### src/hdl/thv_pkg.sv
// Package for the tar header validator: field positions, magic strings,
// format codes and the result record. No dependencies.
package thv_pkg;

    // Byte position inside a 512-byte header block
    typedef logic [8:0] pos_t;

    localparam pos_t NAME_END     = 9'd100;   // name field is bytes 0..99
    localparam pos_t MODE_END     = 9'd108;   // mode field is bytes 100..107
    localparam pos_t MTIME_FIRST  = 9'd136;   // mtime field is bytes 136..147
    localparam pos_t CK_FIRST     = 9'd148;   // checksum field is bytes 148..155
    localparam pos_t CK_LAST      = 9'd155;
    localparam pos_t MAGIC_AT     = 9'd257;
    localparam pos_t POSIX_LAST   = 9'd262;   // "ustar" NUL
    localparam pos_t GNU_LAST     = 9'd264;   // "ustar" space space NUL
    localparam pos_t BLOCK_LAST   = 9'd511;

    localparam logic [16:0] SUM_BASE = 17'd256;

    // Header format codes
    typedef enum logic [1:0] {
        FMT_V7    = 2'd0,
        FMT_GNU   = 2'd1,
        FMT_POSIX = 2'd2
    } hdr_fmt_t;

    // Result record carried from the scanner to the output register
    typedef struct packed {
        logic        is_header;
        hdr_fmt_t    header_format;
        logic [16:0] computed_sum;
        logic [23:0] stored_sum;
    } result_t;

    // Expected byte of the POSIX magic at an offset from MAGIC_AT
    function automatic logic [7:0] posix_magic_char(input logic [2:0] idx);
        logic [7:0] ch;
        case (idx)
            3'd0:    ch = 8'h75;  // u
            3'd1:    ch = 8'h73;  // s
            3'd2:    ch = 8'h74;  // t
            3'd3:    ch = 8'h61;  // a
            3'd4:    ch = 8'h72;  // r
            default: ch = 8'h00;
        endcase
        return ch;
    endfunction

    // Expected byte of the old GNU magic at an offset from MAGIC_AT
    function automatic logic [7:0] gnu_magic_char(input logic [2:0] idx);
        logic [7:0] ch;
        case (idx)
            3'd0:    ch = 8'h75;
            3'd1:    ch = 8'h73;
            3'd2:    ch = 8'h74;
            3'd3:    ch = 8'h61;
            3'd4:    ch = 8'h72;
            3'd5:    ch = 8'h20;
            3'd6:    ch = 8'h20;
            default: ch = 8'h00;
        endcase
        return ch;
    endfunction

endpackage

### src/hdl/tar_header_validator.sv
// Top level of the tar header validator: input register, scanner and
// result register. Depends on thv_pkg and thv_scan.
//
//  channel  | handshake          | payload
//  ---------+--------------------+------------------------------------------
//  s_       | s_valid / s_ready  | s_data_byte, s_last_byte
//  m_       | m_valid / m_ready  | m_is_header, m_header_format,
//           |                    | m_computed_sum, m_stored_sum
//
// One byte per cycle is taken unless a closing byte waits on a full result
// register. The scan reads the input register and loads the result register.
// Reset is synchronous, active low, and empties both registers and the scan.
// A stalled result holds only the byte that would close the next block;
// other bytes keep flowing through the scanner.
module tar_header_validator (
    input  logic        aclk,
    input  logic        aresetn,
    input  logic        s_valid,
    output logic        s_ready,
    input  logic [7:0]  s_data_byte,
    input  logic        s_last_byte,
    output logic        m_valid,
    input  logic        m_ready,
    output logic        m_is_header,
    output logic [1:0]  m_header_format,
    output logic [16:0] m_computed_sum,
    output logic [23:0] m_stored_sum
);

    logic             in_valid_reg;
    logic [7:0]       in_byte_reg;
    logic             in_last_reg;
    logic             out_valid_reg;
    thv_pkg::result_t out_reg;

    logic             result_req;
    thv_pkg::result_t result;
    logic             out_free;
    logic             advance;

    assign out_free = !out_valid_reg || m_ready;
    assign advance  = in_valid_reg && (!result_req || out_free);
    assign s_ready  = !in_valid_reg || advance;

    // Input register
    always_ff @(posedge aclk) begin
        if (!aresetn) begin
            in_valid_reg <= 1'b0;
        end else if (s_ready) begin
            in_valid_reg <= s_valid;
        end
        if (s_ready && s_valid) begin
            in_byte_reg <= s_data_byte;
            in_last_reg <= s_last_byte;
        end
    end

    thv_scan u_scan (
        .aclk       (aclk),
        .aresetn    (aresetn),
        .byte_in    (in_byte_reg),
        .last_in    (in_last_reg),
        .advance    (advance),
        .result_req (result_req),
        .result     (result)
    );

    // Result register
    always_ff @(posedge aclk) begin
        if (!aresetn) begin
            out_valid_reg <= 1'b0;
        end else if (out_free) begin
            out_valid_reg <= advance && result_req;
        end
        if (advance && result_req) begin
            out_reg <= result;
        end
    end

    assign m_valid         = out_valid_reg;
    assign m_is_header     = out_reg.is_header;
    assign m_header_format = out_reg.header_format;
    assign m_computed_sum  = out_reg.computed_sum;
    assign m_stored_sum    = out_reg.stored_sum;

`ifndef SYNTHESIS
    // a held input byte means the scan is blocked by a full result register
    a_stall_cause: assert property (@(posedge aclk) disable iff (!aresetn)
        (in_valid_reg && !s_ready) |-> (result_req && out_valid_reg && !m_ready))
        else $error("input held without a blocked result");

    // a passed header always carries matching sums
    a_pass_sums: assert property (@(posedge aclk) disable iff (!aresetn)
        (m_valid && m_is_header) |-> ({7'd0, m_computed_sum} == m_stored_sum))
        else $error("header passed with differing sums");

    // format code stays within its three values
    a_fmt_range: assert property (@(posedge aclk) disable iff (!aresetn)
        m_valid |-> (m_header_format != 2'd3))
        else $error("bad header format code");

    // a request is never overwritten while it waits
    a_no_overwrite: assert property (@(posedge aclk) disable iff (!aresetn)
        (m_valid && !m_ready) |=> (m_valid && $stable(m_computed_sum)
            && $stable(m_stored_sum)))
        else $error("pending result overwritten");
`endif

endmodule

### src/hdl/thv_scan.sv
// Per-block scanner: position, running checksum, octal parse, field checks
// and magic match. Depends on thv_pkg.
module thv_scan (
    input  logic              aclk,
    input  logic              aresetn,
    input  logic [7:0]        byte_in,
    input  logic              last_in,
    input  logic              advance,      // take byte_in this cycle
    output logic              result_req,   // this byte closes the block
    output thv_pkg::result_t  result
);

    thv_pkg::pos_t pos_reg, pos_next;
    logic [16:0]   sum_reg, sum_next;
    logic [23:0]   oct_reg, oct_next;
    logic          oct_active_reg, oct_active_next;
    logic          name_done_reg, name_done_next;
    logic          mtime_done_reg, mtime_done_next;
    logic          fields_ok_reg, fields_ok_next;
    logic [1:0]    magic_reg, magic_next;

    logic          below_space;
    logic          is_octal;
    logic          full;
    thv_pkg::pos_t magic_off;

    assign below_space = (byte_in < 8'h20) || byte_in[7];
    assign is_octal    = (byte_in >= 8'h30) && (byte_in <= 8'h37);
    assign full        = (pos_reg == thv_pkg::BLOCK_LAST);
    assign magic_off   = pos_reg - thv_pkg::MAGIC_AT;
    assign result_req  = full || last_in;

    // State update for one byte
    always_comb begin
        name_done_next  = name_done_reg;
        mtime_done_next = mtime_done_reg;
        fields_ok_next  = fields_ok_reg;
        oct_next        = oct_reg;
        oct_active_next = oct_active_reg;
        sum_next        = sum_reg;
        magic_next      = magic_reg;

        // field character checks
        if (pos_reg < thv_pkg::NAME_END) begin
            if (!name_done_reg) begin
                if (byte_in == 8'h00) begin
                    name_done_next = 1'b1;
                end else if (below_space) begin
                    fields_ok_next = 1'b0;
                end
            end
        end else if (pos_reg < thv_pkg::MODE_END) begin
            if (!(byte_in == 8'h00 || byte_in == 8'h20 || is_octal)) begin
                fields_ok_next = 1'b0;
            end
        end else if (pos_reg >= thv_pkg::MTIME_FIRST && pos_reg < thv_pkg::CK_FIRST) begin
            if (!mtime_done_reg) begin
                if (byte_in == 8'h00) begin
                    mtime_done_next = 1'b1;
                end else if (below_space) begin
                    fields_ok_next = 1'b0;
                end
            end
        end

        // checksum field is parsed as octal, everything else is summed
        if (pos_reg >= thv_pkg::CK_FIRST && pos_reg <= thv_pkg::CK_LAST) begin
            if (oct_active_reg) begin
                if (is_octal) begin
                    oct_next = {oct_reg[20:0], byte_in[2:0]};
                end else begin
                    oct_active_next = 1'b0;
                end
            end
        end else begin
            sum_next = sum_reg + {9'd0, byte_in};
        end

        // magic string match
        if (pos_reg >= thv_pkg::MAGIC_AT && pos_reg <= thv_pkg::POSIX_LAST
                && thv_pkg::posix_magic_char(magic_off[2:0]) != byte_in) begin
            magic_next[0] = 1'b0;
        end
        if (pos_reg >= thv_pkg::MAGIC_AT && pos_reg <= thv_pkg::GNU_LAST
                && thv_pkg::gnu_magic_char(magic_off[2:0]) != byte_in) begin
            magic_next[1] = 1'b0;
        end

        pos_next = pos_reg + 9'd1;
    end

    // Result fields; an early end reports a failed V7 header
    always_comb begin
        result.computed_sum = sum_next;
        result.stored_sum   = oct_next;
        if (full) begin
            result.is_header = fields_ok_next && ({7'd0, sum_next} == oct_next);
            if (magic_next[0]) begin
                result.header_format = thv_pkg::FMT_POSIX;
            end else if (magic_next[1]) begin
                result.header_format = thv_pkg::FMT_GNU;
            end else begin
                result.header_format = thv_pkg::FMT_V7;
            end
        end else begin
            result.is_header     = 1'b0;
            result.header_format = thv_pkg::FMT_V7;
        end
    end

    // State registers; a closed block returns to the reset state
    always_ff @(posedge aclk) begin
        if (!aresetn || (advance && result_req)) begin
            pos_reg        <= '0;
            sum_reg        <= thv_pkg::SUM_BASE;
            oct_reg        <= '0;
            oct_active_reg <= 1'b1;
            name_done_reg  <= 1'b0;
            mtime_done_reg <= 1'b0;
            fields_ok_reg  <= 1'b1;
            magic_reg      <= 2'b11;
        end else if (advance) begin
            pos_reg        <= pos_next;
            sum_reg        <= sum_next;
            oct_reg        <= oct_next;
            oct_active_reg <= oct_active_next;
            name_done_reg  <= name_done_next;
            mtime_done_reg <= mtime_done_next;
            fields_ok_reg  <= fields_ok_next;
            magic_reg      <= magic_next;
        end
    end

endmodule

### config.mk
export PLATFORM = sky130hd
export DESIGN_NAME = tar_header_validator
export DESIGN_NICKNAME = d
export VERILOG_FILES = /design/src/hdl/thv_pkg.sv /design/src/hdl/tar_header_validator.sv /design/src/hdl/thv_scan.sv
export SDC_FILE = /design/constraint.sdc
export NUM_CORES = 1
export LEC_CHECK = 0
export BUFFER_PORTS_ARGS = -buffer_cell sky130_fd_sc_hd__buf_2
export CORE_ASPECT_RATIO = 1.1
export CORE_MARGIN = 4
export CORE_UTILIZATION = 39
export CTS_CLUSTER_DIAMETER = 120
export CTS_CLUSTER_SIZE = 8
export DETAILED_ROUTE_END_ITERATION = 10
export SLEW_MARGIN = 15
export SYNTH_ARGS = -nofsm -noshare
export SYNTH_HDL_FRONTEND = slang
export SYNTH_SLANG_ARGS = --single-unit
### constraint.sdc
create_clock -name aclk -period 3.5 [get_ports aclk]
set_clock_uncertainty 0.1 [all_clocks]
set_input_delay 0.7 -clock aclk [delete_from_list [all_inputs] [get_ports aclk]]
set_output_delay 0.7 -clock aclk [all_outputs]
set_load 0.02 [all_outputs]
==> results.md, run 1 <==
- Status: finished clean
- Fillers: 1325
- Num rows: 45
- Clk sinks: between 100 and 150
- DPL Wire Length: 9.99 mm
- Reg-to-reg setup timing slack: 160 ps
- Mean Syn Cell Area: between 9 and 10 um2
- Maximum VDD drop: around 0.21 mV
- Fin nets: 686
- DIE WIDTH: around 120 um
- WL/cell: roughly 16 um
- Worst setup EP type: flop
- DP Worst Slack: between 90 and 100 ps
- DRT Wirelength: 13.6 mm
- Critical Path AT: about 3400 ps
- Fin cells: approximately 850
- Worst-skew pair later-pin latency: 360 ps
- PwrDens: 411 nW/um2
- Largest net degree at the start of global routing: 54
- Final min period: 3340 ps
- Most frequent cells in the layout: nand2_1 (67), nor2_1 (59), buf_2 (58)
- Post-Syn Nets: 613
- Placed cells: approximately 830
- Number of synthesized flops with an enable pin: 53
- Final setup viols: 0
- Initial antenna violation count: 0
- Slew @ Worst Pin: 618 ps
- Crit Path Category: reg2reg
- Slowest CP cell: or4_1
- IO buf count: 58
- Most common cell after layout, fill and taps aside: nand2_1
- H-tree Lvls: 3
- Syn. warnings: 0
- WHS: 362 ps
- Cells after synthesis: 585
- Area Growth Syn to Fin: 16.7%
- Max Slew Vio Count: 0
- DR pass1 iterations: 7
- Max transition margin: 0.588
- Area of the multi-input gates: roughly 2700 um2
- CP Max Fanout: 7
- Register area share after synthesis: 0.485
- Vias in the first global route: between 4000 and 5000
- F_max: ~300 MHz
- Vias: approximately 4500
- Gr ovfl total: 0
- Post-synthesis async set-or-reset flop share: 0
- Worst path buffer plus inverter count: 1
- Crit-path cells: buf_4 -> or4_1 -> o21a_1 -> o22ai_1 -> o311a_1 -> o21ai_1 -> or4b_1 -> or4_1 -> nor4_2
- Antenna Cells: 0
- DR DRC count: 0
- Unrepaired setup endpoints after global routing: false
- Sum Neg Setup Slack: 0 ps
- Longest Clk Path Bufs: 2
- Flip-flop and latch area: about 2800 um2
- Clk slew on worst S/H paths: 70 ps
- Iteration-0 DRC Markers: 311
- Fraction of layout cells with a size suffix above 1: 0.193
- CTS root buf: clkbuf_16
- Routed Antenna Nets: 0
- CP delay by family, top: simple AND/OR/NAND/NOR gates
- CP Launch Type: flop
- Number of max-cap violations: 0
- Die Y: approximately 130 um
- I/O pins: between 50 and 60
- Distinct cell type count after synthesis: just over 60
- CP most frequent cell: or4_1
- Ys flop type: dfxtp_1
- Initial core utilization: 0.404
- First-pass GRT wire length: ~22 mm
- Post-Synthesis Cell Area: between 5000 and 6000 um2
- Final period utilization: 0.954
- Seq cells post-synth: approximately 110
- Slowest stage delay, CP: between 500 and 600 ps
- Gpl congestion: 0.894
- CTS tree: built
- Via/cell ratio: around 5.2
- Setup ws final: 162 ps
- Leakage: between 2 and 3 nW
- Worst Hold Class: reg2reg
- Total Power: around 2.7 mW
- Gr usage total: 0.171
- Critical path required time: around 3600 ps
- Core area: 14000 um2
- Final Hold Fails: 0
- CTS Buf Count: 9
- Die area: around 17000 um2
## layer usage
metal / routed length [um] / up-vias / track usage
met1: 6190 / 2106 / 0.225
li1: - / 2229 / -
met4: 275 / 0 / 0.0665
met3: 566 / 18 / 0.0310
met2: 6550 / 99 / 0.279
met5: 0 / - / 0
## synthesized netlist by cell type, types with 2 or more instances
master / number / area (um2)
nand2_1: 67 / 251
nor2_1: 59 / 221
dfxtp_1: 58 / 1160
edfxtp_1: 53 / 1590
a21oi_1: 41 / 205
xnor2_1: 27 / 236
xor2_1: 26 / 228
clkbuf_1: 25 / 93.8
inv_1: 25 / 93.8
o21ai_0: 21 / 105
a211oi_1: 16 / 120
nor3_1: 15 / 75.1
ha_1: 14 / 175
mux2_2: 13 / 146
mux2i_1: 13 / 130
nand3_1: 9 / 45.0
nand4_1: 8 / 50.1
or3_1: 7 / 43.8
nor2b_1: 6 / 37.5
o211ai_1: 6 / 45.0
and2_1: 5 / 31.3
o22ai_1: 5 / 31.3
a31oi_1: 4 / 25.0
and3_1: 4 / 25.0
nand2b_1: 4 / 25.0
nor4_1: 4 / 25.0
a21o_1: 3 / 22.5
buf_1: 3 / 11.3
o2111ai_1: 3 / 26.3
o21ai_1: 3 / 15.0
or4_1: 3 / 22.5
a21boi_0: 2 / 15.0
a2bb2oi_1: 2 / 17.5
and4_1: 2 / 17.5
o21a_1: 2 / 15.0
o311a_1: 2 / 20.0
## layout make-up
| cell class | instances | area share |
|---|---|---|
| Multi-Input combinational cell | 420 | 0.412 |
| Clock buffer | 13 | 0.0378 |
| Inverter | 25 | 0.0142 |
| Tap cell | 188 | 0.0355 |
| Timing Repair Buffer | 91 | 0.0813 |
| Clock inverter | 3 | 0.00284 |
| Sequential cell | 111 | 0.416 |
## final timing paths
check / startpoint / endpoint / cells past startpoint
max: in_byte_reg[1] / m_is_header / 9
min: u_scan.mtime_done_reg / u_scan.mtime_done_reg / 2
max reg2reg: in_byte_reg[1] / m_is_header / 9
min reg2reg: u_scan.mtime_done_reg / u_scan.mtime_done_reg / 2
## stage by stage
stage	instance area, um2	utilization
detailed placement	6320	0.451
floorplan	5670	-
global placement	6320	0.451
global route	6620	0.472
finish	6620	0.472
CTS	6590	0.470
## kinds of logic (layout without fill, tap and decap cells)
group,count (synthesis),in the layout,share of synthesized area
xor gates and xnor gates,53,53,0.0819
muxes,26,26,0.0488
and+or+nand+nor,205,205,0.180
DFF,111,111,0.485
AOI/OAI and AO/OA,121,121,0.134
buffers and inverters,54,132,0.0360
adders and majority gates,15,15,0.0344
## repair_timing
action,4_1_cts,5_1_grt
hold buffers,0,0
gates resized for setup,0,2
setup buffers,0,3
endpoints found under the setup margin,0,1
## report_power, final
group	internal, mW	total, mW	switching (mW)
clock	0.503	0.957	0.454
combinational	0.133	0.338	0.205
sequential	1.40	1.43	0.0295
## worst min-delay path: cells and delay by family, from the launching register on
| family | cells | cell delay, ps |
|---|---|---|
| compound gates | 1 | 60 |
| buf+inv | 1 | 60 |
| flops | 1 | 300 |
(Power assumes the default switching activity.)
==> run 2, diff against run 1 <==
- CAP_MARGIN: default -> 0
- CORE_ASPECT_RATIO: 1.1 -> default
==> results.md, run 2 (same netlist as run 1, synthesis figures left out) <==
- CTS root buf: clkbuf_16 (unchanged)
- CP Max Fanout: 6 (was 7)
- Via/cell ratio: 5.31 (was 5.23)
- First-pass GRT wire length: 22.1 mm (about the same)
- DPL Wire Length: 10.2 mm (was 9.99 mm)
- DR pass1 iterations: 5 (was 7)
- Core area: 14000 um2 (about the same)
- Vias in the first global route: 4215 (was 4300)
- H-tree Lvls: 3 (unchanged)
- IO buf count: 58 (unchanged)
- Most frequent cells in the layout: nand2_1 (67), nor2_1 (59), buf_2 (58) (unchanged)
- Clk slew on worst S/H paths: 70 ps (about the same)
- Die Y: 129 um (was 134 um)
- Post-CTS Hold Buffers: 0 (unchanged)
- Area Growth Syn to Fin: 17.6% (was 16.7%)
- Max Slew Vio Count: 0 (unchanged)
- Antenna Cells: 0 (unchanged)
- Fin cells: 840 (was 851)
- Gr usage total: 0.169 (was 0.171)
- I/O pins: 59 (unchanged)
- Reg-to-reg setup timing slack: 130 ps (was 160 ps)
- Fillers: 1295 (was 1325)
- Highest Signal Layer: met4 (unchanged)
- Maximum VDD drop: 0.300 mV (was 0.214 mV)
- Max transition margin: 0.602 (was 0.588)
- Wire length on met3: 707 um (was 566 um)
- CTS tree: built (unchanged)
- Combinational power share: 0.115 (was 0.124)
- PwrDens: 441 nW/um2 (was 411 nW/um2)
- CP most frequent cell: xor2_1 (was or4_1)
- Placed cells: 823 (was 832)
- Sum Neg Setup Slack: 0 ps (unchanged)
- Fin nets: 683 (was 686)
- Gpl congestion: 0.862 (was 0.894)
- Status: finished clean (unchanged)
- Worst-skew pair later-pin latency: 360 ps (about the same)
- Initial antenna violation count: 0 (unchanged)
- Number of max-cap violations: 0 (unchanged)
- Final setup viols: 0 (unchanged)
- Worst setup EP type: flop (unchanged)
- P_sw: 712 uW (was 689 uW)
- Routed Antenna Nets: 0 (unchanged)
- Slowest stage delay, CP: 520 ps (was 560 ps)
- Final Hold Fails: 0 (unchanged)
- Area of the multi-input gates: 2730 um2 (about the same)
- Fraction of layout cells with a size suffix above 1: 0.192 (was 0.193)
- Num rows: 43 (was 45)
- Sw Share: 0.242 (was 0.253)
- Crit Path Category: reg2reg (unchanged)
- Initial core utilization: 0.404 (about the same)
- Crit-path cells: ha_1 -> a211oi_1 -> o21ai_1 -> xor2_1 -> mux2i_1 -> xor2_1 -> or4b_1 -> or4_1 -> nor4_2 (was buf_4 -> or4_1 -> o21a_1 -> o22ai_1 -> o311a_1 -> o21ai_1 -> or4b_1 -> or4_1 -> nor4_2)
- Final min period: 3370 ps (was 3340 ps)
- Longest Clk Path Bufs: 2 (unchanged)
- CTS Buf Count: 9 (unchanged)
- Largest net degree at the start of global routing: 54 (unchanged)
- Leakage: 2.66 nW (was 2.64 nW)
- Most common cell after layout, fill and taps aside: nand2_1 (unchanged)
- Slowest CP cell: or4b_1 (was or4_1)
- DIE WIDTH: 129 um (was 123 um)
- WL/cell: 16.4 um (was 16.0 um)
- Clk sinks: 111 (unchanged)
- CP Launch Type: flop (unchanged)
- Critical Path AT: 3460 ps (was 3430 ps)
- Clock power share: 0.400 (was 0.351)
- DRT Wirelength: 13.8 mm (was 13.6 mm)
- Iteration-0 DRC Markers: 277 (was 311)
- Worst Hold Class: reg2reg (unchanged)
- F_max: 296 MHz (was 300 MHz)
- Critical path required time: 3590 ps (about the same)
- Unrepaired setup endpoints after global routing: false (unchanged)
- Metal-1 WL: 6.41 mm (was 6.19 mm)
- Met2 wire len: 6.51 mm (was 6.55 mm)
- Gr ovfl total: 0 (unchanged)
- Int Pwr: 2.23 mW (was 2.03 mW)
- Die area: 16500 um2 (about the same)
- DR DRC count: 0 (unchanged)
- Flip-flop and latch area: 2750 um2 (unchanged)
- Vias: 4459 (was 4452)
- Seq pwr share: 0.485 (was 0.524)
- Final period utilization: 0.964 (was 0.954)
- Slew @ Worst Pin: 597 ps (was 618 ps)
[run 2: area by class of cell]
class / instances / area share
clock inverters: 7 / 0.0176
repair buffers: 88 / 0.0792
flip-flops and latches: 111 / 0.413
inverters: 25 / 0.0141
well taps: 180 / 0.0338
multi-input cells: 420 / 0.409
clock buffers: 9 / 0.0338
[run 2: power by group through the flow]
stage / clock network [mW] / logic (mW) / registers [mW]
floorplan: 0 / 0.216 / 1.47
global placement: 0 / 0.333 / 1.46
detailed placement: 0 / 0.336 / 1.46
CTS: 1.20 / 0.337 / 1.43
global route: 1.25 / 0.374 / 1.43
finish: 1.18 / 0.337 / 1.43
[run 2: what timing repair did]
item                                    4_1_cts  5_1_grt
setup buffers                                 0        1
endpoints found under the hold margin         0        0
endpoints found under the setup margin        0        1
resized for setup                             0        1
[run 2: layer usage]
metal	vias to the layer above	track usage
li1	2227	-
met4	0	0.0500
met1	2100	0.225
met3	17	0.0390
met5	-	0
met2	115	0.276
[run 2: critical path: cells and delay by family, from the launching register on]
kind / cells / cell delay (ps)
simple gates: 3 / 1270
fa+ha+maj: 1 / 360
flops: 1 / 480
xor+xnor: 2 / 250
mux: 1 / 260
compound gates: 2 / 490
[run 2: final timing paths]
check,startpoint,to,cells after the start
worst max-delay path,in_byte_reg[1],m_is_header,9
worst max register to register,in_byte_reg[1],m_is_header,9
worst min-delay path,u_scan.mtime_done_reg,u_scan.mtime_done_reg,2
worst min register to register,u_scan.mtime_done_reg,u_scan.mtime_done_reg,2
[run 2: stage by stage]
step	area (um2)	power, mW	hold WS (ps)	util	setup slack (ps)
after global routing	6670	3.06	387	0.475	7.18
after floorplan	5670	1.68	328	-	312
after CTS	6660	2.97	368	0.474	124
after global placement	6320	1.79	338	0.450	216
after detailed placement	6320	1.79	360	0.450	143
final	6670	2.94	366	0.475	126
==> run 3, diff against run 2 <==
- PLACE_DENSITY: default -> 0.69
==> results.md, run 3 (same netlist as run 1, synthesis figures left out) <==
- Gr ovfl total: 0 (unchanged)
- DIE WIDTH: 129 um (unchanged)
- Die Y: 129 um (unchanged)
- Final Hold Fails: 0 (unchanged)
- Final min period: 3370 ps (about the same)
- Reg2Reg Depth: 9 (unchanged)
- Reg-to-reg setup timing slack: 130 ps (about the same)
- Initial core utilization: 0.404 (unchanged)
- H-tree Lvls: 3 (unchanged)
- Most frequent cells in the layout: nand2_1 (67), nor2_1 (59), buf_2 (58) (unchanged)
- CP Launch Type: flop (unchanged)
- WL/cell: 15.7 um (was 16.4 um)
- Fraction of layout cells with a size suffix above 1: 0.201 (was 0.192)
- Longest Clk Path Bufs: 2 (unchanged)
- Routed Antenna Nets: 0 (unchanged)
- Setup ws final: 135 ps (was 126 ps)
- Worst Hold Class: reg2reg (unchanged)
- Final setup viols: 0 (unchanged)
- Slew @ Worst Pin: 556 ps (was 597 ps)
- Clk sinks: 111 (unchanged)
- Slowest CP cell: or4_1 (was or4b_1)
- CP Max Fanout: 5 (was 6)
- CTS root buf: clkbuf_16 (unchanged)
- DPL Wire Length: 9.74 mm (was 10.2 mm)
- Antenna Cells: 0 (unchanged)
- Initial antenna violation count: 0 (unchanged)
- DR pass1 iterations: 5 (unchanged)
- Gr usage total: 0.164 (was 0.169)
- Core area: 14000 um2 (unchanged)
- Post-CTS Hold Buffers: 0 (unchanged)
- Hold Startpoint: u_scan.magic_reg[1] (was u_scan.mtime_done_reg)
- I/O pins: 59 (unchanged)
- Num rows: 43 (unchanged)
- Number of max-cap violations: 0 (unchanged)
- Core Util, Final: 0.478 (was 0.475)
- CTS Buf Count: 9 (unchanged)
- Crit Path Category: reg2reg (unchanged)
- Maximum VDD drop: 0.182 mV (was 0.300 mV)
- Crit path from: in_byte_reg[1] (unchanged)
- DP Worst Slack: 66.8 ps (was 143 ps)
- WHS: 362 ps (was 366 ps)
- Worst setup EP type: flop (unchanged)
- DR DRC count: 0 (unchanged)
- Status: finished clean (unchanged)
- F_max: 297 MHz (was 296 MHz)
- Critical Path AT: 3430 ps (was 3460 ps)
- Unrepaired setup endpoints after global routing: false (unchanged)
- Worst-skew pair later-pin latency: 350 ps (was 360 ps)
- PwrDens: 439 nW/um2 (was 441 nW/um2)
- Iteration-0 DRC Markers: 363 (was 277)
- Max Slew Vio Count: 0 (unchanged)
- Worst r2r src: in_byte_reg[1] (unchanged)
- Final period utilization: 0.961 (was 0.964)
- Crit-path cells: buf_4 -> or4_1 -> o21a_1 -> o22ai_1 -> o311a_1 -> o21ai_1 -> or4b_1 -> or4_1 -> nor4_2 (was ha_1 -> a211oi_1 -> o21ai_1 -> xor2_1 -> mux2i_1 -> xor2_1 -> or4b_1 -> or4_1 -> nor4_2)
- Leakage: 2.67 nW (was 2.66 nW)
- Clk slew on worst S/H paths: 70 ps (about the same)
- IO buf count: 58 (unchanged)
- First-pass GRT wire length: 21.8 mm (was 22.1 mm)
- CP most frequent cell: or4_1 (was xor2_1)
- Via/cell ratio: 5.30 (was 5.31)
- Sum Neg Setup Slack: 0 ps (unchanged)
- Slowest stage delay, CP: 560 ps (was 520 ps)
- Die area: 16500 um2 (unchanged)
- R2r endpoint: m_is_header (unchanged)
- DRT Wirelength: 13.2 mm (was 13.8 mm)
- Max transition margin: 0.629 (was 0.602)
- Gpl congestion: 0.912 (was 0.862)
- Most common cell after layout, fill and taps aside: nand2_1 (unchanged)
- Fillers: 1297 (was 1295)
- Critical path required time: 3560 ps (was 3590 ps)
- Vias: 4458 (was 4459)
- Fin nets: 684 (was 683)
- Vias in the first global route: 4332 (was 4215)
- CTS tree: built (unchanged)
- Area Growth Syn to Fin: 18.3% (was 17.6%)
- Largest net degree at the start of global routing: 50 (was 54)
- Worst setup path end: m_is_header (unchanged)
run 3: cell types whose count changed in the layout (fill, tap and decap cells not counted), sizes merged:
cell	before	now
buf	88	89
clkinv	3	2
clkbuf	9	11
inv	26	25
run 3: worst min-delay path by stage:
| stage | to | slack (ps) | depth (start not counted) |
|---|---|---|---|
| floorplan | u_scan.magic_reg[1] | 330 | 1 |
| global placement | u_scan.magic_reg[1] | 340 | 1 |
| detailed placement | u_scan.magic_reg[1] | 350 | 1 |
| CTS | u_scan.magic_reg[1] | 370 | 1 |
| global route | u_scan.magic_reg[1] | 400 | 1 |
| finish | u_scan.magic_reg[1] | 360 | 1 |
run 3: repair_timing:
item	CTS	global route
gates resized for setup	0	8
buffers inserted	0	4
setup endpoints to repair	0	1
run 3: final cells by class:
type | count | area (um2) | share of cell area
Sequential cell | 111 | 2760 | 0.411
Multi-Input combinational cell | 420 | 2750 | 0.410
Timing Repair Buffer | 89 | 536 | 0.0799
Tap cell | 180 | 225 | 0.0336
Clock inverter | 5 | 104 | 0.0155
Inverter | 25 | 93.8 | 0.0140
Clock buffer | 11 | 243 | 0.0362
run 3: through the flow:
| stage | cell area (um2) | total power, mW | instances |
|---|---|---|---|
| finish | 6710 | 2.95 | 841 |
| global route | 6710 | 3.07 | 841 |
| CTS | 6650 | 2.97 | 837 |
| detailed placement | 6300 | 1.79 | 821 |
| global placement | 6300 | 1.78 | 821 |
| floorplan | 5670 | 1.68 | 585 |
run 3: critical path: cells and delay by family (launching register included):
family / cells / cell delay [ps]
flip-flops: 1 / 450
AO/OA/AOI/OAI: 4 / 640
buffers and inverters: 1 / 170
AND/OR/NAND/NOR: 4 / 1820
run 3: where the power goes:
group	internal [mW]	switching, mW
clock	0.721	0.457
combinational	0.134	0.203
sequential	1.40	0.0331
run 3: metal layers:
metal,wire length (um),GRT usage,share of wire
met1,5960,0.216,0.45
met5,0,0,0
met4,303,0.0630,0.023
met3,681,0.0257,0.052
met2,6260,0.270,0.47
